===== src/rtl/lbts_pkg.sv =====
// ----------------------------------------------------------------------------
// lbts_pkg: shared types and constants of the target select block
// Item kinds, strategy codes and the controller/datapath interface structs.
// ----------------------------------------------------------------------------
package lbts_pkg;

   localparam int KIND_BITS = 3;
   localparam int SLOT_BITS = 4;
   localparam int WEIGHT_BITS = 8;
   localparam int LOAD_IN_BITS = 16;
   localparam int RAND_BITS = 32;
   localparam int CNT_BITS = 32;

   localparam logic [KIND_BITS-1:0] KIND_ADD = 3'd0;
   localparam logic [KIND_BITS-1:0] KIND_REMOVE = 3'd1;
   localparam logic [KIND_BITS-1:0] KIND_HEALTH = 3'd2;
   localparam logic [KIND_BITS-1:0] KIND_LOAD = 3'd3;
   localparam logic [KIND_BITS-1:0] KIND_CLEAR = 3'd4;
   localparam logic [KIND_BITS-1:0] KIND_SELECT = 3'd5;

   localparam logic [1:0] STRAT_RR = 2'd0;
   localparam logic [1:0] STRAT_LEAST = 2'd1;
   localparam logic [1:0] STRAT_RANDOM = 2'd2;
   localparam logic [1:0] STRAT_WEIGHTED = 2'd3;

   typedef struct packed {
      logic apply_event;
      logic start_scan;
      logic start_div;
      logic start_pick;
      logic emit;
   } lbts_cmd_type;

   typedef struct packed {
      logic is_select;
      logic scan_done;
      logic div_done;
      logic pick_done;
   } lbts_status_type;

endpackage


===== src/rtl/lbts_divider.sv =====
// ----------------------------------------------------------------------------
// lbts_divider: restoring remainder unit
// Computes a 32-bit dividend modulo a 32-bit divisor, one bit per cycle.
// ----------------------------------------------------------------------------
module lbts_divider
   import lbts_pkg::*;
(
   input  logic                clock,
   input  logic                reset,
   input  logic                start,
   input  logic [RAND_BITS-1:0] dividend,
   input  logic [RAND_BITS-1:0] divisor,
   output logic                done,
   output logic [RAND_BITS-1:0] remainder
);

   logic [RAND_BITS-1:0] quot_ff, quot_in;
   logic [RAND_BITS-1:0] rem_ff, rem_in;
   logic [5:0]           count_ff, count_in;
   logic                 busy_ff, busy_in;
   logic [RAND_BITS:0]   shifted;
   logic [RAND_BITS:0]   trial;

   always_comb begin
      shifted = {rem_ff, quot_ff[RAND_BITS-1]};
      trial = shifted - {1'b0, divisor};
      quot_in = quot_ff;
      rem_in = rem_ff;
      count_in = count_ff;
      busy_in = busy_ff;
      done = 1'b0;
      if (start) begin
         quot_in = dividend;
         rem_in = '0;
         count_in = 6'(RAND_BITS);
         busy_in = 1'b1;
      end else if (busy_ff) begin
         quot_in = {quot_ff[RAND_BITS-2:0], 1'b0};
         rem_in = trial[RAND_BITS] ? shifted[RAND_BITS-1:0] : trial[RAND_BITS-1:0];
         count_in = count_ff - 6'd1;
         if (count_ff == 6'd1) begin
            busy_in = 1'b0;
         end
      end else begin
         done = 1'b0;
      end
      if (busy_ff && count_ff == 6'd1) begin
         done = 1'b1;
      end
   end

   assign remainder = rem_ff;

   always_ff @(posedge clock) begin
      if (reset) begin
         busy_ff <= 1'b0;
         count_ff <= '0;
      end else begin
         busy_ff <= busy_in;
         count_ff <= count_in;
      end
      quot_ff <= quot_in;
      rem_ff <= rem_in;
   end

endmodule


===== src/rtl/lbts_datapath.sv =====
// ----------------------------------------------------------------------------
// lbts_datapath: slot table and selection datapath
// Holds the slot table, counts eligible slots and totals, runs the remainder
// unit and walks the slots one per cycle to find the chosen target.
// ----------------------------------------------------------------------------
module lbts_datapath
   import lbts_pkg::*;
#(
   parameter int NUM_TARGETS = 16,
   parameter int LOAD_BITS = 16
) (
   input  logic                    clock,
   input  logic                    reset,
   input  lbts_cmd_type            cmd,
   output lbts_status_type         status,
   input  logic [1:0]              strategy,
   input  logic [KIND_BITS-1:0]    kind,
   input  logic [SLOT_BITS-1:0]    target_slot,
   input  logic [WEIGHT_BITS-1:0]  weight,
   input  logic                    healthy,
   input  logic [LOAD_IN_BITS-1:0] load_value,
   input  logic [RAND_BITS-1:0]    random_value,
   output logic                    found,
   output logic [SLOT_BITS-1:0]    chosen_slot
);

   localparam int IDX_BITS = (NUM_TARGETS > 1) ? $clog2(NUM_TARGETS) : 1;
   localparam int CNT_W = $clog2(NUM_TARGETS + 1);
   localparam int SUM_W = WEIGHT_BITS + CNT_W;

   logic [NUM_TARGETS-1:0] present_ff, healthy_ff, known_ff;
   logic [WEIGHT_BITS-1:0] weight_ff [NUM_TARGETS];
   logic [LOAD_BITS-1:0]   load_ff [NUM_TARGETS];
   logic [CNT_BITS-1:0]    rot_ff, rot_in;

   logic [NUM_TARGETS-1:0] elig;
   logic [IDX_BITS:0]      idx_ff, idx_in;
   logic                   scanning_ff, scanning_in;
   logic                   walking_ff, walking_in;
   logic [CNT_W-1:0]       n_ff, n_in;
   logic [SUM_W-1:0]       total_ff, total_in;
   logic [IDX_BITS-1:0]    last_ff, last_in;
   logic                   mode_rr_ff, mode_rr_in;
   logic [RAND_BITS-1:0]   rnd_ff, rnd_in;
   logic [RAND_BITS-1:0]   target_ff, target_in;
   logic [SUM_W-1:0]       acc_ff, acc_in;
   logic [CNT_W-1:0]       seen_ff, seen_in;
   logic                   have_ff, have_in;
   logic [LOAD_BITS-1:0]   best_ff, best_in;
   logic [IDX_BITS-1:0]    pick_ff, pick_in;
   logic                   picked_ff, picked_in;
   logic                   found_ff, found_in;
   logic [SLOT_BITS-1:0]   chosen_ff, chosen_in;
   logic [IDX_BITS-1:0]    cur;
   logic                   in_range;
   logic                   div_done;
   logic [RAND_BITS-1:0]   div_rem;
   logic [RAND_BITS-1:0]   div_dividend, div_divisor;
   logic [LOAD_BITS-1:0]   cur_load;
   logic [SUM_W-1:0]       acc_next;

   assign elig = present_ff & healthy_ff;
   assign cur = idx_ff[IDX_BITS-1:0];
   assign in_range = ({{(32-SLOT_BITS){1'b0}}, target_slot} < 32'(NUM_TARGETS));

   always_ff @(posedge clock) begin
      if (reset) begin
         present_ff <= '0;
         healthy_ff <= '0;
         known_ff <= '0;
         for (int i = 0; i < NUM_TARGETS; i++) begin
            weight_ff[i] <= '0;
            load_ff[i] <= '0;
         end
      end else if (cmd.apply_event) begin
         case (kind)
            KIND_ADD: begin
               if (in_range) begin
                  present_ff[IDX_BITS'(target_slot)] <= 1'b1;
                  healthy_ff[IDX_BITS'(target_slot)] <= 1'b1;
                  weight_ff[IDX_BITS'(target_slot)] <= weight;
               end
            end
            KIND_REMOVE: begin
               if (in_range) begin
                  present_ff[IDX_BITS'(target_slot)] <= 1'b0;
                  healthy_ff[IDX_BITS'(target_slot)] <= 1'b0;
               end
            end
            KIND_HEALTH: begin
               if (in_range) begin
                  healthy_ff[IDX_BITS'(target_slot)] <= healthy;
               end
            end
            KIND_LOAD: begin
               if (in_range) begin
                  load_ff[IDX_BITS'(target_slot)] <=
                     LOAD_BITS'({{(32-LOAD_IN_BITS){1'b0}}, load_value});
                  known_ff[IDX_BITS'(target_slot)] <= 1'b1;
               end
            end
            KIND_CLEAR: begin
               known_ff <= '0;
               for (int i = 0; i < NUM_TARGETS; i++) begin
                  load_ff[i] <= '0;
               end
            end
            default: begin
            end
         endcase
      end
   end

   always_comb begin
      div_dividend = (strategy == STRAT_RANDOM || strategy == STRAT_WEIGHTED)
                     ? rnd_ff : rot_ff;
      div_divisor = (strategy == STRAT_WEIGHTED) ? RAND_BITS'(total_ff)
                                                 : RAND_BITS'(n_ff);
   end

   lbts_divider u_div (
      .clock     (clock),
      .reset     (reset),
      .start     (cmd.start_div),
      .dividend  (div_dividend),
      .divisor   (div_divisor),
      .done      (div_done),
      .remainder (div_rem)
   );

   always_comb begin
      cur_load = known_ff[cur] ? load_ff[cur] : '0;
      acc_next = acc_ff + SUM_W'(weight_ff[cur]);
      idx_in = idx_ff;
      scanning_in = scanning_ff;
      walking_in = walking_ff;
      n_in = n_ff;
      total_in = total_ff;
      last_in = last_ff;
      mode_rr_in = mode_rr_ff;
      rnd_in = rnd_ff;
      target_in = target_ff;
      acc_in = acc_ff;
      seen_in = seen_ff;
      have_in = have_ff;
      best_in = best_ff;
      pick_in = pick_ff;
      picked_in = picked_ff;
      found_in = found_ff;
      chosen_in = chosen_ff;
      rot_in = rot_ff;
      status.scan_done = 1'b0;
      status.pick_done = 1'b0;
      status.div_done = div_done;
      status.is_select = (kind == KIND_SELECT);
      if (cmd.start_scan) begin
         idx_in = '0;
         scanning_in = 1'b1;
         n_in = '0;
         total_in = '0;
         last_in = '0;
         rnd_in = random_value;
         mode_rr_in = (strategy == STRAT_RR) ||
                      (strategy == STRAT_LEAST && known_ff == '0);
      end else if (scanning_ff) begin
         if (elig[cur]) begin
            n_in = n_ff + CNT_W'(1);
            total_in = total_ff + SUM_W'(weight_ff[cur]);
            last_in = cur;
         end
         idx_in = idx_ff + (IDX_BITS+1)'(1);
         if (idx_ff == (IDX_BITS+1)'(NUM_TARGETS - 1)) begin
            scanning_in = 1'b0;
            status.scan_done = 1'b1;
         end
      end
      if (cmd.start_pick) begin
         idx_in = '0;
         walking_in = 1'b1;
         acc_in = '0;
         seen_in = '0;
         have_in = 1'b0;
         best_in = '0;
         picked_in = 1'b0;
         pick_in = last_ff;
         target_in = div_rem;
         found_in = (n_ff != '0);
         if (n_ff != '0 && mode_rr_ff) begin
            rot_in = rot_ff + CNT_BITS'(1);
         end
      end else if (walking_ff) begin
         if (elig[cur] && !picked_ff) begin
            seen_in = seen_ff + CNT_W'(1);
            acc_in = acc_next;
            if (mode_rr_ff || strategy == STRAT_RANDOM) begin
               if (RAND_BITS'(seen_ff) == target_ff) begin
                  pick_in = cur;
                  picked_in = 1'b1;
               end
            end else if (strategy == STRAT_LEAST) begin
               if (!have_ff || cur_load < best_ff) begin
                  have_in = 1'b1;
                  best_in = cur_load;
                  pick_in = cur;
               end
            end else if (total_ff != '0 && target_ff < RAND_BITS'(acc_next)) begin
               pick_in = cur;
               picked_in = 1'b1;
            end
         end
         idx_in = idx_ff + (IDX_BITS+1)'(1);
         if (idx_ff == (IDX_BITS+1)'(NUM_TARGETS - 1)) begin
            walking_in = 1'b0;
            status.pick_done = 1'b1;
         end
      end
      if (cmd.emit) begin
         chosen_in = found_ff ? SLOT_BITS'(pick_in) : '0;
      end
   end

   assign found = found_ff;
   assign chosen_slot = chosen_ff;

   always_ff @(posedge clock) begin
      if (reset) begin
         scanning_ff <= 1'b0;
         walking_ff <= 1'b0;
         rot_ff <= '0;
         found_ff <= 1'b0;
         chosen_ff <= '0;
      end else begin
         scanning_ff <= scanning_in;
         walking_ff <= walking_in;
         rot_ff <= rot_in;
         found_ff <= found_in;
         chosen_ff <= chosen_in;
      end
      idx_ff <= idx_in;
      n_ff <= n_in;
      total_ff <= total_in;
      last_ff <= last_in;
      mode_rr_ff <= mode_rr_in;
      rnd_ff <= rnd_in;
      target_ff <= target_in;
      acc_ff <= acc_in;
      seen_ff <= seen_in;
      have_ff <= have_in;
      best_ff <= best_in;
      pick_ff <= pick_in;
      picked_ff <= picked_in;
   end

endmodule


===== src/rtl/lbts_control.sv =====
// ----------------------------------------------------------------------------
// lbts_control: sequencer of the target select block
// Accepts beats, applies events and steps a select through scan, remainder
// and pick phases, then holds the result until the response beat is taken.
// ----------------------------------------------------------------------------
module lbts_control
   import lbts_pkg::*;
(
   input  logic            clock,
   input  logic            reset,
   input  logic            req_valid,
   output logic            req_ready,
   output logic            rsp_valid,
   input  logic            rsp_ready,
   input  lbts_status_type status,
   output lbts_cmd_type    cmd
);

   typedef enum logic [5:0] {
      ST_IDLE = 6'b000001,
      ST_SCAN = 6'b000010,
      ST_DIV  = 6'b000100,
      ST_PICK = 6'b001000,
      ST_EMIT = 6'b010000,
      ST_OUT  = 6'b100000
   } state_type;

   state_type state_ff, state_in;
   logic      rsp_valid_ff, rsp_valid_in;

   assign req_ready = (state_ff == ST_IDLE);
   assign rsp_valid = rsp_valid_ff;

   always_comb begin
      state_in = state_ff;
      rsp_valid_in = rsp_valid_ff;
      cmd = '0;
      case (state_ff)
         ST_IDLE: begin
            if (req_valid) begin
               if (status.is_select) begin
                  cmd.start_scan = 1'b1;
                  state_in = ST_SCAN;
               end else begin
                  cmd.apply_event = 1'b1;
               end
            end
         end
         ST_SCAN: begin
            if (status.scan_done) begin
               cmd.start_div = 1'b1;
               state_in = ST_DIV;
            end
         end
         ST_DIV: begin
            if (status.div_done) begin
               state_in = ST_PICK;
            end
         end
         ST_PICK: begin
            cmd.start_pick = 1'b1;
            state_in = ST_EMIT;
         end
         ST_EMIT: begin
            if (status.pick_done) begin
               cmd.emit = 1'b1;
               rsp_valid_in = 1'b1;
               state_in = ST_OUT;
            end
         end
         ST_OUT: begin
            if (rsp_ready) begin
               rsp_valid_in = 1'b0;
               state_in = ST_IDLE;
            end
         end
         default: begin
            state_in = ST_IDLE;
         end
      endcase
   end

   always_ff @(posedge clock) begin
      if (reset) begin
         state_ff <= ST_IDLE;
         rsp_valid_ff <= 1'b0;
      end else begin
         state_ff <= state_in;
         rsp_valid_ff <= rsp_valid_in;
      end
   end

endmodule


===== src/rtl/load_balancer_target_select_core.sv =====
// ----------------------------------------------------------------------------
// load_balancer_target_select_core: target select block, top level
// Event beats can follow back to back. A select beat scans NUM_TARGETS
// slots, runs the bit-serial remainder unit, starts the pick and walks the
// slots to find the target, then its response beat goes valid. One item
// is in flight at a time; the next request is taken from the cycle after
// the response beat. Synchronous active-high reset empties the slot table
// and clears the rotation counter and the strategy register.
// ----------------------------------------------------------------------------
module load_balancer_target_select_core
   import lbts_pkg::*;
#(
   parameter int NUM_TARGETS = 16,
   parameter int LOAD_BITS = 16
) (
   input  logic                    clock,
   input  logic                    reset,
   input  logic                    req_valid,
   output logic                    req_ready,
   input  logic [KIND_BITS-1:0]    req_kind,
   input  logic [SLOT_BITS-1:0]    req_target_slot,
   input  logic [WEIGHT_BITS-1:0]  req_weight,
   input  logic                    req_healthy,
   input  logic [LOAD_IN_BITS-1:0] req_load_value,
   input  logic [RAND_BITS-1:0]    req_random_value,
   output logic                    rsp_valid,
   input  logic                    rsp_ready,
   output logic                    rsp_found,
   output logic [SLOT_BITS-1:0]    rsp_chosen_slot,
   input  logic                    csr_psel,
   input  logic                    csr_penable,
   input  logic                    csr_pwrite,
   input  logic [1:0]              csr_paddr,
   input  logic [31:0]             csr_pwdata,
   output logic [31:0]             csr_prdata,
   output logic                    csr_pready
);

   lbts_cmd_type    cmd;
   lbts_status_type status;
   logic [1:0]      strategy_ff;

   assign csr_pready = 1'b1;
   assign csr_prdata = (csr_paddr == 2'd0) ? {30'd0, strategy_ff} : 32'd0;

   always_ff @(posedge clock) begin
      if (reset) begin
         strategy_ff <= STRAT_RR;
      end else if (csr_psel && csr_penable && csr_pwrite && csr_paddr == 2'd0) begin
         strategy_ff <= csr_pwdata[1:0];
      end
   end

   lbts_control u_ctl (
      .clock     (clock),
      .reset     (reset),
      .req_valid (req_valid),
      .req_ready (req_ready),
      .rsp_valid (rsp_valid),
      .rsp_ready (rsp_ready),
      .status    (status),
      .cmd       (cmd)
   );

   lbts_datapath #(
      .NUM_TARGETS (NUM_TARGETS),
      .LOAD_BITS   (LOAD_BITS)
   ) u_dp (
      .clock        (clock),
      .reset        (reset),
      .cmd          (cmd),
      .status       (status),
      .strategy     (strategy_ff),
      .kind         (req_kind),
      .target_slot  (req_target_slot),
      .weight       (req_weight),
      .healthy      (req_healthy),
      .load_value   (req_load_value),
      .random_value (req_random_value),
      .found        (rsp_found),
      .chosen_slot  (rsp_chosen_slot)
   );

endmodule


===== config.mk =====
export PLATFORM = sky130hd
export DESIGN_NAME = load_balancer_target_select_core
export DESIGN_NICKNAME = d
export VERILOG_FILES = /design/src/rtl/lbts_pkg.sv /design/src/rtl/lbts_divider.sv /design/src/rtl/lbts_datapath.sv /design/src/rtl/lbts_control.sv /design/src/rtl/load_balancer_target_select_core.sv
export SDC_FILE = /design/constraint.sdc
export NUM_CORES = 1
export LEC_CHECK = 0
export BUFFER_PORTS_ARGS = -buffer_cell sky130_fd_sc_hd__buf_2
export CORE_UTILIZATION = 45
export CTS_BUF_LIST = sky130_fd_sc_hd__clkbuf_8
export CTS_CLUSTER_SIZE = 30
export DETAILED_ROUTE_END_ITERATION = 8
export PLACE_DENSITY_LB_ADDON = 0.25
export REMOVE_ABC_BUFFERS = 1
export SLEW_MARGIN = 25
export SYNTH_ARGS = -nofsm -noshare
export SYNTH_HDL_FRONTEND = slang
export SYNTH_SLANG_ARGS = --single-unit

===== constraint.sdc =====
create_clock -name clock -period 16.46 [get_ports clock]
set_input_delay 2.469 -clock clock [delete_from_list [all_inputs] [get_ports clock]]
set_output_delay 2.469 -clock clock [all_outputs]
set_load 0.02 [all_outputs]

==> impl_metrics.tcl <==
set metrics [dict create \
    ys_seq_elements 687 \
    clockRootBuffer "clkbuf_8" \
    rsz0062_at_grt "no" \
    htreeDepth 3 \
    clkPwrFrac_pct 35.5 \
    cp_slowest_cell "dfxtp_4" \
    synthAdderAreaFrac_pct 2.657 \
    via_per_inst 5.451 \
    route.final.wire_length_um 73710 \
    p_sw_mw 1.136 \
    p_leak_nw 13.01 \
    die_area_um2 73070 \
    die_w_um 270.3 \
    hold_buffers 0 \
    grt_max_degree 100 \
    antenna_left 0 \
    dr.pass1.iters 7 \
    dr_wl_met3_um 3851 \
    switching_share_pct 27.69 \
    slew-limit-headroom_pct 33.07 \
    finalCritPeriodShare_pct 40.96 \
    start_util_pct 45.40 \
    grt_usage_pct 20.22 \
    dp.cells 3566 \
    final_core_utilization_pct 50.30 \
    layout_min_cycle_time_ns 6.742 \
    tns_ns 0 \
    slew_viol_final 0 \
    area_delta_synth_final_pct 10.81 \
    worstPathRequired_ns 17.08 \
    place.gp.congestion 0.8261 \
    yosysWarningCount 0 \
    tritoncts "yes" \
    synth-xor-area-share_pct 2.514 \
    synth.cell_area_um2 32400 \
    cts_resized 0 \
    crit_family "compound AO/OA/AOI/OAI gates" \
    die_h_um 270.3 \
    path_cells "buf_4 > mux4_2 > mux4_2 > ha_1 > fa_1 > a21o_1 > a21oi_1 > o21bai_1 > a21oi_1 > o21ai_0 > nand3_1 > nor2_1 > xnor2_1 > ha_1 > a2111oi_0 > o311ai_1 > o21bai_1 > o21a_1 > nor3_2 > o2bb2ai_1 > a22oi_2 > a32o_1" \
    skew_ns 0.04836 \
    synth_top_area_share_pct 44.59 \
    synth_seq_area_share_pct 57.32 \
    instances_no_fill 3790 \
    synth-main-ff-cell "edfxtp_1" \
    finalSetupViolCount 0 \
    powerDensity_nw_per_um2 114.3 \
    grt_antenna_before_repair 8 \
    dp_hpwl_um 48850 \
    route.detailed.drc 4 \
    combPwrFrac_pct 16.0 \
    cpPeakStageDelay_ns 0.67 \
    synthMuxAreaShare_pct 10.70 \
    ios 145 \
    p_int_mw 2.967 \
    outcome "finished with violations" \
    worst-path-buf-inv 1 \
    drv_cap 0 \
    endpoint_kind "register" \
    wire_per_inst_um 19.45 \
    vdd_drop_max_mv 0.06310 \
    worstSkewPairLatency_ns 0.74 \
    async_flop_share_pct 0 \
    fp-row-count 98 \
    critPathLaunchType "register" \
    clockBufferDepth 3 \
    synth_top_family_by_area "simple AND/OR/NAND/NOR gates" \
    synth_enable_flop_cells 481 \
    synth-compound-area-share_pct 6.852 \
    drive_above_1_share_pct 15.94 \
    synthTopCellsByArea "edfxtp_1 (45%), dfxtp_1 (13%), mux4_2 (8.4%), and2_1 (7.9%), ha_1 (2.5%)" \
    nets 2905 \
    p_seq_share_pct 48.5 \
    yosys.area.top_type "edfxtp_1" \
    cp_max_fo 34 \
    grt_overflow 0 \
    first_global_vias 20556 \
    num_vias 20658 \
    grt_pass1_wl_um 116000 \
    dpl_cell_area_um2 33640 \
    synth.avg_cell_area_um2 12.25 \
    synth_cell_types 83 \
    finalHoldViolCount 0 \
    fin_area_um2 35900 \
    cts.clk_slew.worst_paths_ns 0.06 \
    hp-class "reg -> reg" \
    synth-simple-area-share_pct 16.75 \
    post-cts-setup-buffers 0 \
    fill_cells 6277 \
    wl_met1_um 32880 \
    total_power_mw 4.103 \
    critical_path_class "reg -> reg" \
    numClockSinks 687 \
    fp.coreArea_um2 71360 \
    synth_cells 2644 \
    worstPathArrival_ns 7.37 \
    worst_pin_slew_ns 1.004 \
    io_buffers 83 \
    cts_made_buffers 115 \
    top_layer "met5" \
    failed_checks "design-rule violations" \
    fmax_mhz 148.3 \
    dr_wl_met2_um 35320 \
    drt_iter0_markers 1701 \
]
## area by class of cell
type                            instances  area [um^2]  area share [%]
Tap cell                              950         1189           3.311
Sequential cell                       687        18580           51.75
Multi-Input combinational cell       1748        12930           36.01
Clock buffer                          123         1693           4.716
Timing Repair Buffer                  128        753.2           2.098
Antenna cell                            4        10.01         0.02788
Clock inverter                         97        548.0           1.527
Inverter                               53        198.9          0.5542
## per-layer routing
| metal | global-route usage, % | up-vias |
|---|---|---|
| met2 | 33.26 | 498 |
| met1 | 27.28 | 10231 |
| li1 | - | 9783 |
| met5 | 0 | - |
| met4 | 5.784 | 8 |
| met3 | 3.832 | 138 |
## state kept, by name (all words and copies together), names as in the netlist, 16 cells and up, named ones only
| signal | count |
|---|---|
| u_dp.u_div.remainder | 32 |
| u_dp.healthy_ff | 16 |
| u_dp.load_ff | 256 |
| u_dp.weight_ff | 128 |
| u_dp.rot_ff | 32 |
| u_dp.known_ff | 16 |
| u_dp.rnd_ff | 32 |
| u_dp.target_ff | 32 |
| u_dp.u_div.quot_ff | 32 |
| u_dp.best_ff | 16 |
## synth_stat cells (15+ instances only)
library cell	number
edfxtp_1	481
and2_1	408
dfxtp_1	206
nor2_1	172
a21oi_1	148
nand2_1	142
o21ai_0	136
clkbuf_1	131
mux4_2	121
mux2i_1	65
ha_1	64
inv_1	52
xor2_1	48
nor3_1	45
xnor2_1	45
nand3_1	34
buf_4	31
nor4_1	28
nand2b_1	25
a211oi_1	24
nand4_1	21
and3_1	15
nor2_2	15
nor2b_1	15
## power by group through the flow
stage               Combinational, mW  Clock [mW]  Sequential, mW
finish                          0.656        1.46            1.99
global route                    0.715        1.57            2.00
global placement                0.646           0            2.02
detailed placement              0.659           0            2.03
floorplan                       0.433           0            2.06
CTS                             0.661        1.49            1.99
## cell usage in the layout, fill, tap and decap left out, types with 6 or more instances in the layout
master / n
edfxtp_1: 481
and2_1: 408
dfxtp_1: 201
nor2_1: 168
a21oi_1: 148
nand2_1: 141
clkbuf_8: 123
mux4_2: 121
o21ai_0: 112
inv_1: 90
buf_2: 83
mux2i_1: 65
ha_1: 64
xor2_1: 48
xnor2_1: 45
nor3_1: 45
buf_4: 45
nand3_1: 33
conb_1: 31
clkinv_1: 30
nor4_1: 28
nand2b_1: 25
a211oi_1: 24
o21ai_1: 24
nand4_1: 21
nor2_2: 19
clkinv_2: 18
nor2b_1: 15
and3_1: 15
or3_1: 14
nor3b_1: 8
or2_2: 7
nand3b_1: 6
o211ai_1: 6
## per-stage QoR
stage,setup slack [ns],hold slack [ns]
6_report,9.718,0.4610
5_1_grt,9.169,0.4882
4_1_cts,9.660,0.4620
3_5_place_dp,9.618,0.4565
3_3_place_gp,9.342,0.4458
2_1_floorplan,7.619,0.4366
## tightest hold or removal path: stages, from the launching register on
cell and delay (ns):
dfxtp_1 0.31, nand2_1 0.05, a21oi_1 0.06
## final timing paths
| path | from | to | slack (ns) | cells after the start |
|---|---|---|---|---|
| worst max-delay path | register | u_dp.chosen_slot[3] | 9.72 | 22 |
| worst min-delay path | u_dp.last_ff[1] | u_dp.last_ff[1] | 0.46 | 2 |
| worst max register to register | register | u_dp.chosen_slot[3] | 9.72 | 22 |
| worst min register to register | u_dp.last_ff[1] | u_dp.last_ff[1] | 0.46 | 2 |
## kinds of logic after synthesis
| group | count (synthesis) |
|---|---|
| buffers and inverters | 238 |
| other | 2 |
| DFF | 687 |
| AOI/OAI and AO/OA | 381 |
| and+or+nand+nor | 986 |
| adders and majority gates | 67 |
| muxes | 190 |
| xor gates and xnor gates | 93 |
Power figures use the tool's default switching activity.
